--- src/hw/rtl/cfa_rt_pkg.sv ---
// ----------------------------------------------------------------------------
// cfa_rt_pkg
// Types and constants of the CFA rule table interpreter.
// ----------------------------------------------------------------------------
package cfa_rt_pkg;

  localparam int REG_W = 5;
  localparam int CFG_IDX_W = 1;

  // configuration register indexes
  localparam logic [CFG_IDX_W-1:0] CFG_STOP_ENABLE   = 1'b0;
  localparam logic [CFG_IDX_W-1:0] CFG_STOP_LOCATION = 1'b1;

  // call frame opcodes
  localparam logic [7:0] OP_NOP          = 8'h00;
  localparam logic [7:0] OP_SET_LOC      = 8'h01;
  localparam logic [7:0] OP_ADVANCE_LOC1 = 8'h02;
  localparam logic [7:0] OP_ADVANCE_LOC2 = 8'h03;
  localparam logic [7:0] OP_ADVANCE_LOC4 = 8'h04;
  localparam logic [7:0] OP_REGISTER     = 8'h09;
  localparam logic [7:0] OP_DEF_CFA      = 8'h0c;
  localparam logic [7:0] OP_DEF_CFA_REG  = 8'h0d;
  localparam logic [7:0] OP_DEF_CFA_OFS  = 8'h0e;
  // primary opcodes carried in the top two bits
  localparam logic [1:0] OP_HI_ADVANCE   = 2'b01;
  localparam logic [1:0] OP_HI_OFFSET    = 2'b10;

  // result status
  localparam logic [2:0] ST_APPLIED = 3'd0;
  localparam logic [2:0] ST_IGNORED = 3'd1;
  localparam logic [2:0] ST_STOPPED = 3'd2;
  localparam logic [2:0] ST_NOREG   = 3'd3;
  localparam logic [2:0] ST_BADOP   = 3'd4;

  // rule kinds
  localparam logic [1:0] KIND_UNDEF    = 2'd0;
  localparam logic [1:0] KIND_OFFSET   = 2'd1;
  localparam logic [1:0] KIND_REGISTER = 2'd2;
  localparam logic [1:0] KIND_CFA      = 2'd3;

  typedef struct packed {
    logic [1:0]        kind;
    logic signed [31:0] offset;
    logic [REG_W-1:0]  src;
  } rule_t;

  typedef struct packed {
    logic               begin_req;
    logic               clear_table;
    logic [7:0]         opcode;
    logic               reg_present;
    logic [REG_W-1:0]   first_reg;
    logic signed [31:0] first_arg;
    logic signed [31:0] second_arg;
    logic [REG_W-1:0]   second_reg;
  } in_item_t;

  typedef struct packed {
    logic [2:0]         status;
    logic [1:0]         rule_kind;
    logic signed [31:0] rule_offset;
    logic [REG_W-1:0]   rule_source_reg;
    logic               cfa_defined;
    logic [REG_W-1:0]   cfa_base_reg;
    logic signed [31:0] cfa_offset;
    logic signed [31:0] location;
  } out_item_t;

  // table update: optional clear of all rules, then optional write of one
  typedef struct packed {
    logic             en;
    logic             clr;
    logic [REG_W-1:0] idx;
    rule_t            rule;
  } tbl_wr_t;

endpackage

--- src/hw/rtl/cfa_rt_rule_mem.sv ---
// ----------------------------------------------------------------------------
// cfa_rt_rule_mem
// Per-register rule store: one write port, one registered read port, and a
// valid bit per entry so that reset or a clear makes every rule undefined.
// ----------------------------------------------------------------------------
module cfa_rt_rule_mem #(
  parameter int NUM_REGS = 32
) (
  input  logic                          clk,
  input  logic                          rst_n,
  input  logic                          rd_en,
  input  logic [cfa_rt_pkg::REG_W-1:0]  rd_reg,
  output cfa_rt_pkg::rule_t             rd_rule,
  input  cfa_rt_pkg::tbl_wr_t           wr
);

  localparam int AW = $clog2(NUM_REGS);

  cfa_rt_pkg::rule_t  mem [NUM_REGS];
  logic [NUM_REGS-1:0] vld_r;
  logic [NUM_REGS-1:0] vld_nxt;
  cfa_rt_pkg::rule_t  rd_q_r;
  logic               rd_vld_r;

  logic [AW-1:0] rd_addr;
  logic [AW-1:0] wr_addr;
  logic          rd_hit;

  assign rd_addr = AW'(rd_reg);
  assign wr_addr = AW'(wr.idx);
  assign rd_hit  = 32'(rd_reg) < NUM_REGS;

  // a clear drops every entry, a write in the same cycle then sets its own
  always_comb begin
    vld_nxt = wr.clr ? '0 : vld_r;
    if (wr.en) begin
      vld_nxt[wr_addr] = 1'b1;
    end
  end

  always_ff @(posedge clk) begin
    if (wr.en) begin
      mem[wr_addr] <= wr.rule;
    end
    if (rd_en) begin
      rd_q_r <= mem[rd_addr];
    end
  end

  always_ff @(posedge clk) begin
    if (!rst_n) begin
      vld_r    <= '0;
      rd_vld_r <= 1'b0;
    end else begin
      if (rd_en) begin
        rd_vld_r <= rd_hit && vld_r[rd_addr];
      end
      vld_r <= vld_nxt;
    end
  end

  assign rd_rule = rd_vld_r ? rd_q_r : '0;

endmodule

--- src/hw/rtl/cfa_rule_table_interpreter_core.sv ---
// ----------------------------------------------------------------------------
// cfa_rule_table_interpreter_core
// Call-frame instruction interpreter over a register rule table.
// ----------------------------------------------------------------------------
// Input channel in_*: one call-frame instruction per transaction. Output
// channel out_*: one result per instruction with the status, the rule of
// first_reg, the CFA rule and the location after the instruction.
// Both channels move a transaction when valid is high and stall is low.
// The cfg_* port writes stop_enable (index 0) and stop_location (index 1);
// it is always ready and must only be used while the block is idle.
// An instruction moves through the input register, then the result register.
// Throughput: one instruction per cycle while out_ is not stalled; the
// rule store read is issued at accept and a one-entry bypass covers the
// write of the instruction ahead.
// A stall on out_ holds the result register; the input register still
// takes one more instruction, after which in_stall follows out_stall.
// Synchronous reset clears the pipeline, location, halt flag, CFA rule,
// configuration, and marks every table rule undefined at once.
// ----------------------------------------------------------------------------
module cfa_rule_table_interpreter_core #(
  parameter int NUM_REGS = 32
) (
  input  logic                              clk,
  input  logic                              rst_n,
  input  logic                              in_valid,
  output logic                              in_stall,
  input  cfa_rt_pkg::in_item_t              in_data,
  output logic                              out_valid,
  input  logic                              out_stall,
  output cfa_rt_pkg::out_item_t             out_data,
  input  logic                              cfg_valid,
  output logic                              cfg_ready,
  input  logic [cfa_rt_pkg::CFG_IDX_W-1:0]  cfg_index,
  input  logic [31:0]                       cfg_data
);

  // configuration
  logic        stop_en_r;
  logic [30:0] stop_loc_r;

  // pipeline
  logic                  s1_valid_r;
  cfa_rt_pkg::in_item_t  s1_r;
  logic                  s1_fwd_r;
  logic                  out_valid_r;
  cfa_rt_pkg::out_item_t out_r;

  // architectural state
  logic signed [31:0]             loc_r;
  logic                           halted_r;
  logic                           cfa_def_r;
  logic [cfa_rt_pkg::REG_W-1:0]   cfa_reg_r;
  logic signed [31:0]             cfa_ofs_r;
  cfa_rt_pkg::tbl_wr_t            lw_r;

  logic in_acc;
  logic s1_move;
  logic s1_adv;

  cfa_rt_pkg::rule_t   tbl_rd;
  cfa_rt_pkg::tbl_wr_t wr_nxt;
  cfa_rt_pkg::tbl_wr_t wr_commit;
  cfa_rt_pkg::rule_t   rule_cur;
  cfa_rt_pkg::rule_t   rule_nxt;
  cfa_rt_pkg::out_item_t res_nxt;

  logic signed [31:0]           loc_cur;
  logic signed [31:0]           loc_nxt;
  logic                         halt_cur;
  logic                         halt_nxt;
  logic                         cfa_def_nxt;
  logic [cfa_rt_pkg::REG_W-1:0] cfa_reg_nxt;
  logic signed [31:0]           cfa_ofs_nxt;
  logic [2:0]                   status;
  logic                         do_clr;
  logic                         in_rng;
  logic                         reg_ok;
  logic                         is_adv;
  logic                         is_ofs;
  logic                         loc_chg;
  logic                         past_stop;

  assign s1_move   = !out_valid_r || !out_stall;
  assign s1_adv    = s1_valid_r && s1_move;
  assign in_stall  = s1_valid_r && !s1_move;
  assign in_acc    = in_valid && !in_stall;
  assign out_valid = out_valid_r;
  assign out_data  = out_r;
  assign cfg_ready = 1'b1;

  cfa_rt_rule_mem #(
    .NUM_REGS(NUM_REGS)
  ) u_rule_mem (
    .clk     (clk),
    .rst_n   (rst_n),
    .rd_en   (in_acc),
    .rd_reg  (in_data.first_reg),
    .rd_rule (tbl_rd),
    .wr      (wr_commit)
  );

  always_comb begin
    do_clr = s1_r.begin_req && s1_r.clear_table;
    in_rng = 32'(s1_r.first_reg) < NUM_REGS;
    reg_ok = s1_r.reg_present && in_rng;
    is_adv = (s1_r.opcode[7:6] == cfa_rt_pkg::OP_HI_ADVANCE) ||
             (s1_r.opcode == cfa_rt_pkg::OP_ADVANCE_LOC1) ||
             (s1_r.opcode == cfa_rt_pkg::OP_ADVANCE_LOC2) ||
             (s1_r.opcode == cfa_rt_pkg::OP_ADVANCE_LOC4);
    is_ofs = s1_r.opcode[7:6] == cfa_rt_pkg::OP_HI_OFFSET;

    // rule as it stands before this instruction; the read was issued at
    // accept, so the instruction ahead may have updated it since
    if (s1_fwd_r && lw_r.en && (lw_r.idx == s1_r.first_reg)) begin
      rule_cur = lw_r.rule;
    end else if (s1_fwd_r && lw_r.clr) begin
      rule_cur = '0;
    end else begin
      rule_cur = tbl_rd;
    end
    if (do_clr) begin
      rule_cur = '0;
    end

    loc_cur     = s1_r.begin_req ? '0 : loc_r;
    halt_cur    = s1_r.begin_req ? 1'b0 : halted_r;
    cfa_def_nxt = do_clr ? 1'b0 : cfa_def_r;
    cfa_reg_nxt = do_clr ? '0 : cfa_reg_r;
    cfa_ofs_nxt = do_clr ? '0 : cfa_ofs_r;

    rule_nxt = rule_cur;
    loc_nxt  = loc_cur;
    halt_nxt = halt_cur;
    status   = cfa_rt_pkg::ST_APPLIED;
    loc_chg  = 1'b0;
    wr_nxt.en = 1'b0;

    if (halt_cur) begin
      status = cfa_rt_pkg::ST_IGNORED;
    end else if (!reg_ok) begin
      status   = cfa_rt_pkg::ST_NOREG;
      halt_nxt = 1'b1;
    end else if (is_adv) begin
      loc_nxt = loc_cur + s1_r.first_arg;
      loc_chg = 1'b1;
    end else if (is_ofs) begin
      rule_nxt.kind   = cfa_rt_pkg::KIND_OFFSET;
      rule_nxt.offset = s1_r.second_arg;
      wr_nxt.en       = 1'b1;
    end else begin
      case (s1_r.opcode)
        cfa_rt_pkg::OP_NOP: begin
        end
        cfa_rt_pkg::OP_SET_LOC: begin
          loc_nxt = s1_r.first_arg;
          loc_chg = 1'b1;
        end
        cfa_rt_pkg::OP_REGISTER: begin
          rule_nxt.kind = cfa_rt_pkg::KIND_REGISTER;
          rule_nxt.src  = s1_r.second_reg;
          wr_nxt.en     = 1'b1;
        end
        cfa_rt_pkg::OP_DEF_CFA: begin
          cfa_def_nxt = 1'b1;
          cfa_reg_nxt = s1_r.first_reg;
          cfa_ofs_nxt = s1_r.second_arg;
        end
        cfa_rt_pkg::OP_DEF_CFA_REG: begin
          cfa_def_nxt = 1'b1;
          cfa_reg_nxt = s1_r.first_reg;
        end
        cfa_rt_pkg::OP_DEF_CFA_OFS: begin
          cfa_def_nxt = 1'b1;
          cfa_ofs_nxt = s1_r.first_arg;
        end
        default: begin
          status   = cfa_rt_pkg::ST_BADOP;
          halt_nxt = 1'b1;
        end
      endcase
    end

    // signed location above a nonnegative bound
    past_stop = stop_en_r && !loc_nxt[31] && (loc_nxt[30:0] > stop_loc_r);
    if (loc_chg && past_stop) begin
      status   = cfa_rt_pkg::ST_STOPPED;
      halt_nxt = 1'b1;
    end

    wr_nxt.clr  = do_clr;
    wr_nxt.idx  = s1_r.first_reg;
    wr_nxt.rule = rule_nxt;

    wr_commit     = wr_nxt;
    wr_commit.en  = wr_nxt.en && s1_adv;
    wr_commit.clr = wr_nxt.clr && s1_adv;

    res_nxt.status          = status;
    res_nxt.rule_kind       = in_rng ? rule_nxt.kind : cfa_rt_pkg::KIND_UNDEF;
    res_nxt.rule_offset     = in_rng ? rule_nxt.offset : '0;
    res_nxt.rule_source_reg = in_rng ? rule_nxt.src : '0;
    res_nxt.cfa_defined     = cfa_def_nxt;
    res_nxt.cfa_base_reg    = cfa_reg_nxt;
    res_nxt.cfa_offset      = cfa_ofs_nxt;
    res_nxt.location        = loc_nxt;
  end

  always_ff @(posedge clk) begin
    if (in_acc) begin
      s1_r <= in_data;
    end
    if (s1_adv) begin
      out_r <= res_nxt;
    end
  end

  always_ff @(posedge clk) begin
    if (!rst_n) begin
      stop_en_r   <= 1'b0;
      stop_loc_r  <= '0;
      s1_valid_r  <= 1'b0;
      s1_fwd_r    <= 1'b0;
      out_valid_r <= 1'b0;
      loc_r       <= '0;
      halted_r    <= 1'b0;
      cfa_def_r   <= 1'b0;
      cfa_reg_r   <= '0;
      cfa_ofs_r   <= '0;
      lw_r        <= '0;
    end else begin
      if (cfg_valid && cfg_ready) begin
        case (cfg_index)
          cfa_rt_pkg::CFG_STOP_ENABLE:   stop_en_r  <= cfg_data[0];
          cfa_rt_pkg::CFG_STOP_LOCATION: stop_loc_r <= cfg_data[30:0];
          default: begin
          end
        endcase
      end

      if (in_acc) begin
        s1_valid_r <= 1'b1;
        s1_fwd_r   <= s1_adv;
      end else if (s1_adv) begin
        s1_valid_r <= 1'b0;
      end

      if (s1_adv) begin
        out_valid_r <= 1'b1;
      end else if (!out_stall) begin
        out_valid_r <= 1'b0;
      end

      if (s1_adv) begin
        loc_r     <= loc_nxt;
        halted_r  <= halt_nxt;
        cfa_def_r <= cfa_def_nxt;
        cfa_reg_r <= cfa_reg_nxt;
        cfa_ofs_r <= cfa_ofs_nxt;
        lw_r      <= wr_commit;
      end
    end
  end

endmodule

--- config.mk ---
export PLATFORM = sky130hd
export DESIGN_NAME = cfa_rule_table_interpreter_core
export DESIGN_NICKNAME = d
export VERILOG_FILES = /design/src/hw/rtl/cfa_rt_pkg.sv /design/src/hw/rtl/cfa_rt_rule_mem.sv /design/src/hw/rtl/cfa_rule_table_interpreter_core.sv
export SDC_FILE = /design/constraint.sdc
export NUM_CORES = 2
export LEC_CHECK = 0
export BUFFER_PORTS_ARGS = -buffer_cell sky130_fd_sc_hd__buf_2
export CORE_MARGIN = 5
export CORE_UTILIZATION = 55
export CTS_CLUSTER_DIAMETER = 100
export DETAILED_ROUTE_END_ITERATION = 16
export PLACE_DENSITY = 0.72
export SLEW_MARGIN = 20
export SYNTH_ARGS = -nofsm -noshare
export SYNTH_HDL_FRONTEND = slang
export SYNTH_SLANG_ARGS = --single-unit
export TNS_END_PERCENT = 20
--- constraint.sdc ---
create_clock -name clk -period 12 [get_ports clk]
set_input_delay 0.6 -clock clk [delete_from_list [all_inputs] [get_ports clk]]
set_output_delay 0.6 -clock clk [all_outputs]
set_load 0.01 [all_outputs]
# --- After elaboration in Yosys (flattened, before gate mapping) ---
# Memories as Yosys holds them, arrays and structs flattened. A register that Yosys moved wholly into a read port is not among the register bits.
# Cells that the tools add are included.
op_classes:
  n_lt_le_gt_ge: 4
  n_reduce_logical: 30
  n_bitwise: 3
  n_mux: 70
  mul: 0
  shift: 0
  addsub: 1
  n_eq_ne: 12
  n_div: 0
ops:
  columns: ["operator", "n"]
  rows:
  - ["$mux W32", 14]
  - ["$mux W39", 7]
  - ["$pmux W32 S2", 1]
  - ["$mux W5", 8]
  - ["$add A32 B32 Y32", 1]
  - ["$eq A8 B4 Y1 const B", 4]
  - ["$or A32 B32 Y32", 1]
  - ["$gt A31 B31 Y1", 1]
  - ["$mux W1", 31]
  - ["$eq A8 B2 Y1 const B", 2]
  - ["$logic_and A1 B1 Y1", 13]
  - ["$lt A5 B6 Y1 const B", 2]
  - ["$mux W2", 6]
  - ["$eq A8 B1 Y1 const B", 1]
  - ["$eq A8 B3 Y1 const B", 1]
  - ["$logic_not A8 Y1", 1]
  - ["$reduce_or A6 Y1", 1]
  - ["$bmux W1 S5", 1]
  - ["$demux W1 S5", 1]
  - ["$eq A5 B5 Y1", 1]
  - ["$ge A5 B1 Y1 const B", 1]
  - ["$logic_not A1 Y1", 5]
  - ["$reduce_or A5 Y1", 1]
  - ["$logic_or A1 B1 Y1", 4]
  - ["other kinds (9)", 11]
word_totals:
  romBits: 0
  mem_count: 1
  ram_bits: 1248
  register_bits: 382
  latchBits: 0
  output_inout_bits: 115
mem_list:
  columns: ["memory", "depth", "width", "rd", "rd_ports_with_merged_regs", "wr", "line_no", "source"]
  rows:
  - ["u_rule_mem.mem", 32, 39, 1, 1, 1, "cfa_rt_rule_mem.sv:19", "cfa_rt_pkg::rule_t mem [NUM_REGS];"]

# --- Logic depth before layout (Yosys ltp) ---
depth:
  ltp_word: 12
  mapped_depth: 27
  mapped_depth_nobuf: 22

# --- Hierarchy ---
# Synthesis repeated with hierarchy kept, for this count alone.
unflattened:
  cells_unflattened: 3871
  hier_area_um2: 67562.3
by_module_without_submodules:
  columns: ["module", "area_each_um2", "n_inst", "cells_each", "seq_area_each_um2"]
  rows:
  - ["cfa_rt_rule_mem", 50229.4, 1, 2047, 39307.7]
  - ["cfa_rule_table_interpreter_core", 17332.9, 1, 1824, 8958.6]

# --- Least setup slack after synthesis ---
# Ideal clock, no wire load.
synth_timing:
  path_kind: "register to register"
  from: "register s1_r[84] in the netlist's numbering"
  to: "register out_r, in the netlist out_data[110] (data pin)"
  synth_period_minus_slack_ns: 5.063
  stages_incl_launch_ff: 27
  setup_time_ns: 0.262
  arrival_ns: 4.801
  slack_ns: 6.937
  required_time_ns: 11.738
  cell_sequence: "edfxtp_1 -> buf_6 -> buf_6 -> clkbuf_1 -> clkbuf_1 -> clkbuf_1 -> nor2b_1 -> ha_1 -> o21ai_0 -> a211oi_2 -> o2bb2ai_1 -> a211oi_2 -> a31oi_2 -> a41oi_4 -> a31oi_4 -> o311ai_2 -> xnor2_1 -> a21o_1 -> ha_1 -> and4_1 -> nand2_1 -> nor3_1 -> nand3_1 -> nand3_1 -> a21oi_1 -> o211ai_1 -> nand2_1"
synth_lines:
  columns: ["item", "line_no", "source"]
  rows:
  - ["start, declared", "cfa_rule_table_interpreter_core.sv:43", "cfa_rt_pkg::in_item_t s1_r;"]
  - ["start signal, assigned", "cfa_rule_table_interpreter_core.sv:210", "s1_r <= in_data;"]
  - ["parallel branches: the longest is 5 deep, another holds $add A32 B32 Y32", null, null]
  - ["$mux W32 *", "cfa_rule_table_interpreter_core.sv:138", "if (halt_cur) begin"]
  - ["via loc_nxt[30]", "cfa_rule_table_interpreter_core.sv:68", "logic signed [31:0] loc_nxt;"]
  - ["$gt A31 B31 Y1 *", "cfa_rule_table_interpreter_core.sv:184", "past_stop = stop_en_r && !loc_nxt[31] && (loc_nxt[30:0] > stop_loc_r);"]
  - ["$logic_and A1 B1 Y1 *", "cfa_rule_table_interpreter_core.sv:184", null]
  - ["$logic_and A1 B1 Y1 *", "cfa_rule_table_interpreter_core.sv:185", "if (loc_chg && past_stop) begin"]
  - ["end signal, assigned", "cfa_rule_table_interpreter_core.sv:213", "out_r <= res_nxt;"]
  - ["end, declared", "cfa_rule_table_interpreter_core.sv:46", "cfa_rt_pkg::out_item_t out_r;"]
# Mark *: on every way through the listed nets, which the timed path passes.
# A chain may end at the register's enable or synchronous reset.

# --- Worst setup path after layout ---
layout_timing:
  from: "register s1_r[84] in the netlist's numbering"
  to: "memory u_rule_mem.mem[14][21] in the netlist's numbering, enable pin"
layout_between:
  elab_chain_len: 5
layout_rtl:
  columns: ["item", "line_no", "source"]
  rows:
  - ["$mux W1", "cfa_rule_table_interpreter_core.sv:126", "halt_cur = s1_r.begin_req ? 1'b0 : halted_r;"]
  - ["$mux W1", "cfa_rule_table_interpreter_core.sv:138", null]
  - ["$logic_and A1 B1 Y1", "cfa_rule_table_interpreter_core.sv:195", "wr_commit.en = wr_nxt.en && s1_adv;"]
  - ["$mux W1", "cfa_rt_rule_mem.sv:42", "if (wr.en) begin"]
  - ["$mux W1 (implied by the code)", "cfa_rt_rule_mem.sv:43", "mem[wr_addr] <= wr.rule;"]
  - ["end, declared", "cfa_rt_rule_mem.sv:19", null]
# Every way passes these cells.

==> results.yml <==
run_status:
  status: "finished, final reports clean"
timing:
  clock_skew_ns: 0.0322
  setup_violations: 0
  rsz0062_at_grt: "false"
  hold_slack_ns: 0.0441
  tightest_slew_ns: 1.14
  post-route-period-util: 0.482
  final_hold_viol_count: 0
  maxSlewViolCount: 0
  min_period_ns: 5.78
  fin_setup_tns_ns: 0
  max_freq_mhz: 173
  slew_headroom: 0.238
drt:
  route.detailed.drc: 0
  detail_route.iter0.violations: 5072
  vias_per_cell: 6.35
  wl_per_cell_um: 29.1
  vias: 37000
  wirelength_mm: 169
  ant_nets: 0
  drt_first_pass_iters: 8
logic_synthesis:
  synth_compound_area_frac: 0.0447
  ys_seq_area_frac: 0.727
  async_flop_share: 0
  synth_area_leader_cell: "edfxtp_1"
  synthesis.nets: 3920
  synth.yosys.warnings: 0
  synth_edf_count: 1484
  synth-simple-area-share: 0.0489
  synthDistinctLibCells: 79
  avgSynthCellArea_sq_um: 17.7
  yosys.area_share.adder: 0.0107
  synth.most_common_cell: "edfxtp_1"
  synth-xor-area-share: 0.00409
  synth_area_leaders: "edfxtp_1, mux4_2, dfxtp_1"
  synth_common_cells: "edfxtp_1, mux4_2, nand2_1"
  ys.flop_type: "edfxtp_1"
  synth_top_family_by_area: "multiplexers"
  ys_seq_elements: 1669
  synthCells: 3742
  syn_area_sq_mm: 0.0664
  synth_mux_area_frac: 0.149
  netlist.area_leader.share: 0.671
worst_setup_path:
  timing.rr.start: "s1_r[84]"
  max_stage_delay_ns: 1.03
  endpoint: "u_rule_mem.mem[14][21]"
  criticalPathCategory: "register to register"
  path_depth: 10
  endpoint_kind: "register"
  path_max_fanout: 54
  r2r_end: "u_rule_mem.mem[14][21]"
  worst-path-buf-inv: 3
  reg2reg_slack_ns: 6.22
  r2r_cells: 10
  crit_path_cell_trace: "buf_4 -> nand2b_1 -> and2_1 -> clkinv_1 -> nor2_4 -> o21ai_0 -> nor2_1 -> nand2_1 -> nor2_4 -> buf_4"
  cp-start-kind: "register"
  required_ns: 12.42
  cp_top_family: "simple AND/OR/NAND/NOR gates"
  cp_slowest_cell: "nor2_4"
  crit_path_start: "s1_r[84]"
  timing.critical_path.arrival_ns: 6.20
die:
  die_area_sq_mm: 0.128
  start_util: 0.554
  coreArea_sq_mm: 0.120
  die_w_um: 357
  die_h_um: 357
  ios: 238
  num_rows: 127
cts:
  insertion_delay_ns: 0.79
  cts_sinks: 1669
  clk_pin_slew_ns: 0.06
  cts_tree: "yes"
  clockRootBuffer: "clkbuf_16"
  clk_path_buf_depth: 3
  htreeDepth: 4
  cts_buffers: 165
global_route:
  top_usage_layer: "met2"
  grt_pass1_wl_mm: 246
  overflow: 0
  antenna_found_initial: 3
  grt_max_degree: 116
  grt_pass1_vias: 36400
  grt_usage: 0.266
  globalRouteMet3Util: 0.0534
  grt_util_met1: 0.372
  grt_use_met2: 0.424
pwr:
  power_leakage_nw: 25.3
  p_total_w: 0.0123
  ir_drop_v: 0.000147
  p_per_area_mw_per_mm2: 161
place:
  dpl-instance-area_sq_mm: 0.0698
  gp_congestion: 0.906
  dpl.hpwl_mm: 90.4
  io_buffers: 235
  dp_cells: 5438
job:
  max_cap_viol_count: 0
finish:
  fill_cells: 8050
  stdcell_count: 5821
  syn2layout_area_growth_pct: 14.8
  finalNetCount: 4247
  final-seq-area_sq_mm: 0.0483
  drive_gt1_frac: 0.260
  multi_input_area_sq_mm: 0.0178
  design_area_sq_mm: 0.0763
worst_hold_path:
  hp-start: "in_data[78]"
  hp-class: "primary input to register"
[layout make-up]
| class | instances | area share |
|---|---|---|
| clock buffers | 215 | 0.0590 |
| well taps | 1612 | 0.0264 |
| repair buffers | 379 | 0.0327 |
| multi-input cells | 1799 | 0.233 |
| diodes | 2 | 0.0000656 |
| inverters | 55 | 0.00294 |
| flip-flops and latches | 1669 | 0.633 |
| clock inverters | 90 | 0.0125 |
[metal layers]
layer	up-vias	routed length [um]
met1	18900	64700
met5	-	10
li1	15500	-
met3	341	17300
met4	2	6050
met2	2180	81200
[repair_timing]
action                                 4_1_cts  5_1_grt
setup buffers                                0        0
hold buffers                                75        0
endpoints found under the hold margin       75        0
gates resized for setup                      0        0
[flip-flops by register name, indices dropped and copies added (netlist names), 5 cells and up]
name and count:
out_data 112, loc_r 32, cfa_reg_r 5, s1_r 84, u_rule_mem.vld_r 32, u_rule_mem.mem 1248, lw_r 46, stop_loc_r 31
u_rule_mem.rd_q_r 39, cfa_ofs_r 32
[cells by family (layout without fill, tap and decap cells)]
| family | count (synthesis) | in the layout |
|---|---|---|
| DFF | 1669 | 1669 |
| adders and majority gates | 57 | 57 |
| buffers and inverters | 274 | 739 |
| AOI/OAI and AO/OA | 493 | 493 |
| xor gates and xnor gates | 31 | 31 |
| other | 1 | 3 |
| and+or+nand+nor | 735 | 735 |
| muxes | 482 | 482 |
[power by group]
group / switching, W / internal (W) / total (W)
logic: 0.000400 / 0.000270 / 0.000670
clock network: 0.00221 / 0.00297 / 0.00517
registers: 0.0000545 / 0.00640 / 0.00645
total: 0.00266 / 0.00964 / 0.0123
[how the worst min path moves through the flow]
stage / endpoint / slack (ns) / cells after the start
after global routing: s1_r[78] / 0.01 / 1
after detailed placement: loc_r[17] / 0.44 / 2
after floorplan: loc_r[12] / 0.43 / 2
final: s1_r[78] / 0.04 / 1
after CTS: s1_r[78] / 0.00003 / 1
after global placement: loc_r[22] / 0.44 / 2
[stage by stage]
step,setup slack [ns],util
global route,5.94,0.636
CTS,6.31,0.633
floorplan,6.94,-
global placement,6.45,0.581
finish,6.22,0.636
detailed placement,6.32,0.582
[worst reg2reg max path, stage by stage, from the launching register on]
cell      delay [ns]
edfxtp_1        0.32
buf_4           0.51
nand2b_1        0.22
and2_1          0.15
clkinv_1        0.52
nor2_4          1.04
o21ai_0         0.34
nor2_1          0.16
nand2_1         0.48
nor2_4          0.98
buf_4           0.64
[cells in the final DEF (no fill, tap or decap), types with 11 or more instances in the layout]
cell / netlist / final
clkbuf_8: 0 / 14
buf_2: 11 / 231
nor2_1: 210 / 177
mux4_2: 400 / 400
inv_1: 53 / 50
nor2b_1: 36 / 36
nor2_4: 0 / 33
clkinv_1: 1 / 24
o211ai_1: 11 / 11
dfxtp_1: 185 / 185
o21ai_4: 0 / 37
nand2_1: 289 / 286
xor2_1: 16 / 16
dlygate4sd3_1: 0 / 75
bufinv_16: 0 / 14
nand3_1: 62 / 61
nand2b_1: 11 / 11
o22ai_1: 19 / 18
xnor2_1: 15 / 15
nor3_1: 46 / 46
a21o_1: 26 / 26
mux2i_1: 43 / 43
clkinv_2: 0 / 31
buf_4: 1 / 68
clkbuf_16: 0 / 167
o21ai_0: 118 / 79
ha_1: 55 / 55
clkbuf_1: 169 / 34
edfxtp_1: 1484 / 1484
a21oi_1: 222 / 222
and3_1: 45 / 44
mux2_2: 39 / 39
No activity file was read; power rests on OpenSTA's default activity.
